<file path="src/hw/rtl/tilt_compensated_heading_macros.svh">
// Assertion macros for the tilt compensated heading block.
// Needs a clock named clk and an active low reset named rst_n in scope.
`ifndef TILT_COMPENSATED_HEADING_MACROS_SVH
`define TILT_COMPENSATED_HEADING_MACROS_SVH
`ifndef NO_ASSERTIONS
`define TCH_ASSERT_IMPLY(label, pre, post, msg) \
    label: assert property (@(posedge clk) disable iff (!rst_n) (pre) |-> (post)) \
        else $error(msg);
`define TCH_ASSERT_NEXT(label, pre, post, msg) \
    label: assert property (@(posedge clk) disable iff (!rst_n) (pre) |=> (post)) \
        else $error(msg);
`else
`define TCH_ASSERT_IMPLY(label, pre, post, msg)
`define TCH_ASSERT_NEXT(label, pre, post, msg)
`endif
`endif

</file>
<file path="src/hw/rtl/tch_pkg.sv">
// Shared constants and the arctangent table for the tilt compensated heading block.
// No dependencies.
`timescale 1ns / 1ps
`default_nettype none
package tch_pkg;

    localparam int CORDIC_STEPS_DEF = 16;
    localparam int ZW = 26;                  // angle accumulator, Q16 degrees
    localparam logic signed [ZW-1:0] Q16_DEG90 = 26'sd5898240;

    localparam logic [2:0] REG_BIAS_X   = 3'd0;
    localparam logic [2:0] REG_BIAS_Y   = 3'd1;
    localparam logic [2:0] REG_BIAS_Z   = 3'd2;
    localparam logic [2:0] REG_ROW_X    = 3'd3;
    localparam logic [2:0] REG_ROW_Y    = 3'd4;
    localparam logic [2:0] REG_ROW_Z    = 3'd5;
    localparam logic [2:0] REG_OFFSET   = 3'd6;

    // atan(2^-i) in Q16 degrees
    function automatic logic signed [ZW-1:0] atan_q16(input int i);
        logic signed [ZW-1:0] a;
        case (i)
            0:  a = 26'sd2949120;
            1:  a = 26'sd1740967;
            2:  a = 26'sd919879;
            3:  a = 26'sd466945;
            4:  a = 26'sd234379;
            5:  a = 26'sd117304;
            6:  a = 26'sd58666;
            7:  a = 26'sd29335;
            8:  a = 26'sd14668;
            9:  a = 26'sd7334;
            10: a = 26'sd3667;
            11: a = 26'sd1833;
            12: a = 26'sd917;
            13: a = 26'sd458;
            14: a = 26'sd229;
            15: a = 26'sd115;
            16: a = 26'sd57;
            17: a = 26'sd29;
            18: a = 26'sd14;
            19: a = 26'sd7;
            20: a = 26'sd4;
            21: a = 26'sd2;
            22: a = 26'sd1;
            default: a = '0;
        endcase
        return a;
    endfunction

endpackage
`default_nettype wire

</file>
<file path="src/hw/rtl/tch_cordic_vec.sv">
// Pipelined CORDIC in vectoring mode: angle of (x, y) in Q16 degrees.
// Depends on tch_pkg for the arctangent table.
`timescale 1ns / 1ps
`default_nettype none
module tch_cordic_vec
    import tch_pkg::*;
#(
    parameter int W     = 28,
    parameter int STEPS = CORDIC_STEPS_DEF
)
(
    input  logic                 clk,
    input  logic                 en,
    input  logic signed [W-1:0]  x_in,
    input  logic signed [W-1:0]  y_in,
    output logic signed [ZW-1:0] z_out
);

    logic signed [W-1:0]  x_reg    [0:STEPS];
    logic signed [W-1:0]  y_reg    [0:STEPS];
    logic signed [ZW-1:0] z_reg    [0:STEPS];
    logic                 zero_reg [0:STEPS];

    logic signed [W-1:0]  xs, ys, x_next, y_next;
    logic signed [ZW-1:0] z_next;

    // scale up and fold the left half plane over by a quarter turn
    always_comb
    begin
        xs = x_in <<< 8;
        ys = y_in <<< 8;
        x_next = xs;
        y_next = ys;
        z_next = '0;
        if (xs < 0)
        begin
            if (ys >= 0)
            begin
                x_next = ys;
                y_next = -xs;
                z_next = Q16_DEG90;
            end
            else
            begin
                x_next = -ys;
                y_next = xs;
                z_next = -Q16_DEG90;
            end
        end
    end

    always_ff @(posedge clk)
    begin
        if (en)
        begin
            x_reg[0]    <= x_next;
            y_reg[0]    <= y_next;
            z_reg[0]    <= z_next;
            zero_reg[0] <= (x_in == '0) && (y_in == '0);
        end
    end

    genvar i;
    generate
        for (i = 0; i < STEPS; i++)
        begin : g_step
            always_ff @(posedge clk)
            begin
                if (en)
                begin
                    zero_reg[i+1] <= zero_reg[i];
                    if (y_reg[i] > 0)
                    begin
                        x_reg[i+1] <= x_reg[i] + (y_reg[i] >>> i);
                        y_reg[i+1] <= y_reg[i] - (x_reg[i] >>> i);
                        z_reg[i+1] <= z_reg[i] + atan_q16(i);
                    end
                    else
                    begin
                        x_reg[i+1] <= x_reg[i] - (y_reg[i] >>> i);
                        y_reg[i+1] <= y_reg[i] + (x_reg[i] >>> i);
                        z_reg[i+1] <= z_reg[i] - atan_q16(i);
                    end
                end
            end
        end
    endgenerate

    assign z_out = zero_reg[STEPS] ? '0 : z_reg[STEPS];

endmodule
`default_nettype wire
</file>
<file path="config.mk">
export PLATFORM = sky130hd
export DESIGN_NAME = tch_cordic_vec
export DESIGN_NICKNAME = d
export VERILOG_FILES = /design/src/hw/rtl/tilt_compensated_heading_macros.svh /design/src/hw/rtl/tch_pkg.sv /design/src/hw/rtl/tch_cordic_vec.sv
export SDC_FILE = /design/constraint.sdc
export NUM_CORES = 2
export LEC_CHECK = 0
export BUFFER_PORTS_ARGS = -buffer_cell sky130_fd_sc_hd__clkbuf_2
export CORE_ASPECT_RATIO = 0.8
export CORE_MARGIN = 2
export CORE_UTILIZATION = 40
export DETAILED_ROUTE_END_ITERATION = 7
export PLACE_DENSITY = 0.59
export RECOVER_POWER = 25
export SLEW_MARGIN = 40
export SYNTH_ARGS = -nofsm -noshare
export SYNTH_HDL_FRONTEND = slang
export SYNTH_SLANG_ARGS = --single-unit
</file>
<file path="constraint.sdc">
create_clock -name clk -period 6 [get_ports clk]
set_input_delay 0.3 -clock clk [delete_from_list [all_inputs] [get_ports clk]]
set_output_delay 0.3 -clock clk [all_outputs]
set_load 0.02 [all_outputs]
</file>
==> metrics.md <==
| Metric | Value |
|---|---|
| Outcome | `finished with violations` |
| Failing checks | `capacitance limit, slew limit` |
| Setup crit end kind | `register` |
| Die X | `556 microns` |
| Place WS | `0.00125 ns` |
| Die area | `248000 sq um` |
| Mean number of vias per cell | `5.65` |
| Net count reported at finish | `11745` |
| Crit Path Max Fanout | `20` |
| Filler cells | `22880` |
| CTS Buffer Depth | `4` |
| Initial antenna violation count | `2` |
| Max Clk Rate | `0.173 GHz` |
| Synth Net Count | `11306` |
| Max-cap violations | `8` |
| Syn avg cell area | `9.66 sq um` |
| FF+latch count, synth | `1180` |
| CTS tree | `done` |
| Crit-path max cell delay | `0.58 ns` |
| Clock slew at reported path FFs | `0.06 ns` |
| Worst R2R Path Depth | `23` |
| 1st-iter DRT viols | `6609` |
| Register area share after synthesis | `0.363` |
| Starting Density | `0.401` |
| WHS Path Cells | `4` |
| Critical Path AT | `6.32 ns` |
| Final Skew | `0.0471 ns` |
| Gr usage total | `0.207` |
| Post-route ant nets | `0` |
| Area leader, netlist | `edfxtp_1` |
| Warnings, synthesis | `0` |
| Final wirelength | `264000 microns` |
| Largest net degree at the start of global routing | `90` |
| Data required time of the worst path | `6.55 ns` |
| Finish-stage setup viols | `0` |
| Drt wl/cell | `19.1 microns` |
| Post-synth ARST share | `0` |
| Final HPWL DP | `209000 microns` |
| Vias in the first global route | `73907` |
| Post-route cell area | `109000 sq um` |
| Via count | `78157` |
| Synth top area share | `0.363` |
| Crit path launch type | `register` |
| # DRC | `0` |
| Io pins | `84` |
| Worst rel slew slack | `-1.72` |
| Predominant post-synthesis flop cell | `edfxtp_1` |
| Worst skew pair latency | `0.82 ns` |
| Crit share post-route | `0.962` |
| Final hold vios | `0` |
| Met1 Use GR | `0.310` |
| Antenna cells | `0` |
| Synth area leaders | `edfxtp_1 (36%), ha_1 (14%), xnor2_1 (8.5%)` |
| Synthesis-to-finish area growth | `12.2%` |
| Core footprint | `243000 sq um` |
| Grt ovf | `0` |
| First-pass DRT Iterations | `5` |
| Worst-path cell chain | `or4_1, or4_1, nor4b_1, buf_4, nor2b_2, o21ai_2, buf_12, nand2_1, o21ai_0, ha_1, inv_1, fa_1, nor2b_1, o21ai_0, a21boi_0, o21ai_1, a21oi_1, o21a_1, o31a_1, or4_1, a31o_2, o21ba_2, xor2_1` |
| Synthesized instance count | `10100` |
| Met3 Use GR | `0.0280` |
| Post-synth EDFFs | `1180` |
| CTS H-tree lvls | `4` |
| DIE HEIGHT | `446 microns` |
| Max reg flops | `415` |
| Layout cell share with drive strength beyond 1 | `0.0783` |
| Crit path kind | `register to register` |
| Crit path time final | `5.77 ns` |
| Final GP Congestion | `0.931` |
| Synth Cell Area | `97500 sq um` |
| Number of placement rows | `162` |
| Root Buffer Master | `clkbuf_16` |
| Fin. max-slew vios | `410` |
| Measured slew at the worst slew-check pin | `4.08 ns` |
| CP most frequent cell | `or4_1` |
| Worst Slack Setup Final | `0.226 ns` |
| Busiest grt layer | `met1` |
| Hold Path Class | `primary input to register` |
| CTS Buf Count | `144` |
| Sum of negative setup slack | `0 ns` |
| Max stage delay cell, worst path | `or4_1` |
| CTS Sinks | `1180` |
| First-pass GRT wire length | `413000 microns` |
| I/O Buffers | `82` |
| Post-place instance area | `104000 sq um` |
| Met2 usage | `0.309` |
| Netlist cell types | `81` |
-- layout by cell type (no fill, tap or decap), types with 124 or more instances in the layout --
master	count
inv_1	443
o21a_1	124
nand2_1	600
a21o_1	351
xor2_1	502
o31ai_1	150
nand2b_1	156
nor3_1	306
nor2_1	780
o21ai_0	527
a21oi_1	886
ha_1	1113
o21bai_1	129
clkbuf_16	149
buf_4	299
edfxtp_1	1180
nand3_1	213
xnor2_1	943
nor2b_1	141
-- timing repair --
item,in CTS,in global routing
endpoints found under the setup margin,1,93
buffers inserted,0,1
pin swaps,0,3
endpoints found under the hold margin,40,0
gates resized for setup,1,87
hold buffers,57,0
-- final timing paths --
check | slack [ns] | start | to
worst min-delay path | 0.12 | x_in[24] | zero_reg[0]
worst max register to register | 0.23 | y_reg[1][15] | y_reg[2][26]
worst min register to register | 0.41 | zero_reg[11] | zero_reg[12]
worst max-delay path | 0.23 | y_reg[1][15] | y_reg[2][26]
-- stage by stage --
stage / instances / hold slack (ns) / utilization
2_1_floorplan: 10100 / 0.399 / -
3_3_place_gp: 13533 / 0.407 / 0.428
3_5_place_dp: 13533 / 0.406 / 0.428
4_1_cts: 13836 / 0.0337 / 0.449
5_1_grt: 13837 / 0.0972 / 0.450
6_report: 13837 / 0.121 / 0.450
-- final cells by class --
type,instances,area (sq um),area share
Inverter,451,1690,0.0155
Clock inverter,79,815,0.00744
Clock buffer,167,3800,0.0347
Tap cell,3198,4000,0.0366
Timing Repair Buffer,471,3560,0.0325
Multi-Input combinational cell,8291,60100,0.550
Sequential cell,1180,35400,0.324
-- cells by family after synthesis --
family,Yosys count,synth area share
and+or+nand+nor,2821,0.141
buffers and inverters,629,0.0243
DFF,1180,0.363
muxes,84,0.00926
adders and majority gates,1148,0.150
other,1,0.0000385
xor gates and xnor gates,1446,0.130
AOI/OAI and AO/OA,2791,0.182
-- synth_stat cells, types with 156 or more instances --
master    number
a21o_1       351
nor2_1       784
inv_1        444
nand2_1      601
xor2_1       502
nor3_1       312
xnor2_1      943
ha_1        1113
edfxtp_1    1180
o21ai_0      542
nand2b_1     156
nand3_1      213
a21oi_1      897
clkbuf_1     160
-- worst max-delay path, delay by kind of cell, from the launching register on --
kind / cells / cell delay [ns]
fa+ha+maj: 2 / 0.42
flops: 1 / 0.43
simple gates: 7 / 2.15
xor+xnor: 1 / 0.13
compound gates: 10 / 1.90
buf+inv: 3 / 0.45
-- routing by layer --
| metal | part of all wire | vias to the layer above |
|---|---|---|
| li1 | - | 38406 |
| met1 | 0.49 | 37233 |
| met2 | 0.42 | 2153 |
| met3 | 0.062 | 365 |
| met4 | 0.028 | 0 |
| met5 | 0 | - |
Power is left out: the tool's default activity adds up to more than one toggle a clock period on the data nets, which glitch-free logic cannot reach.
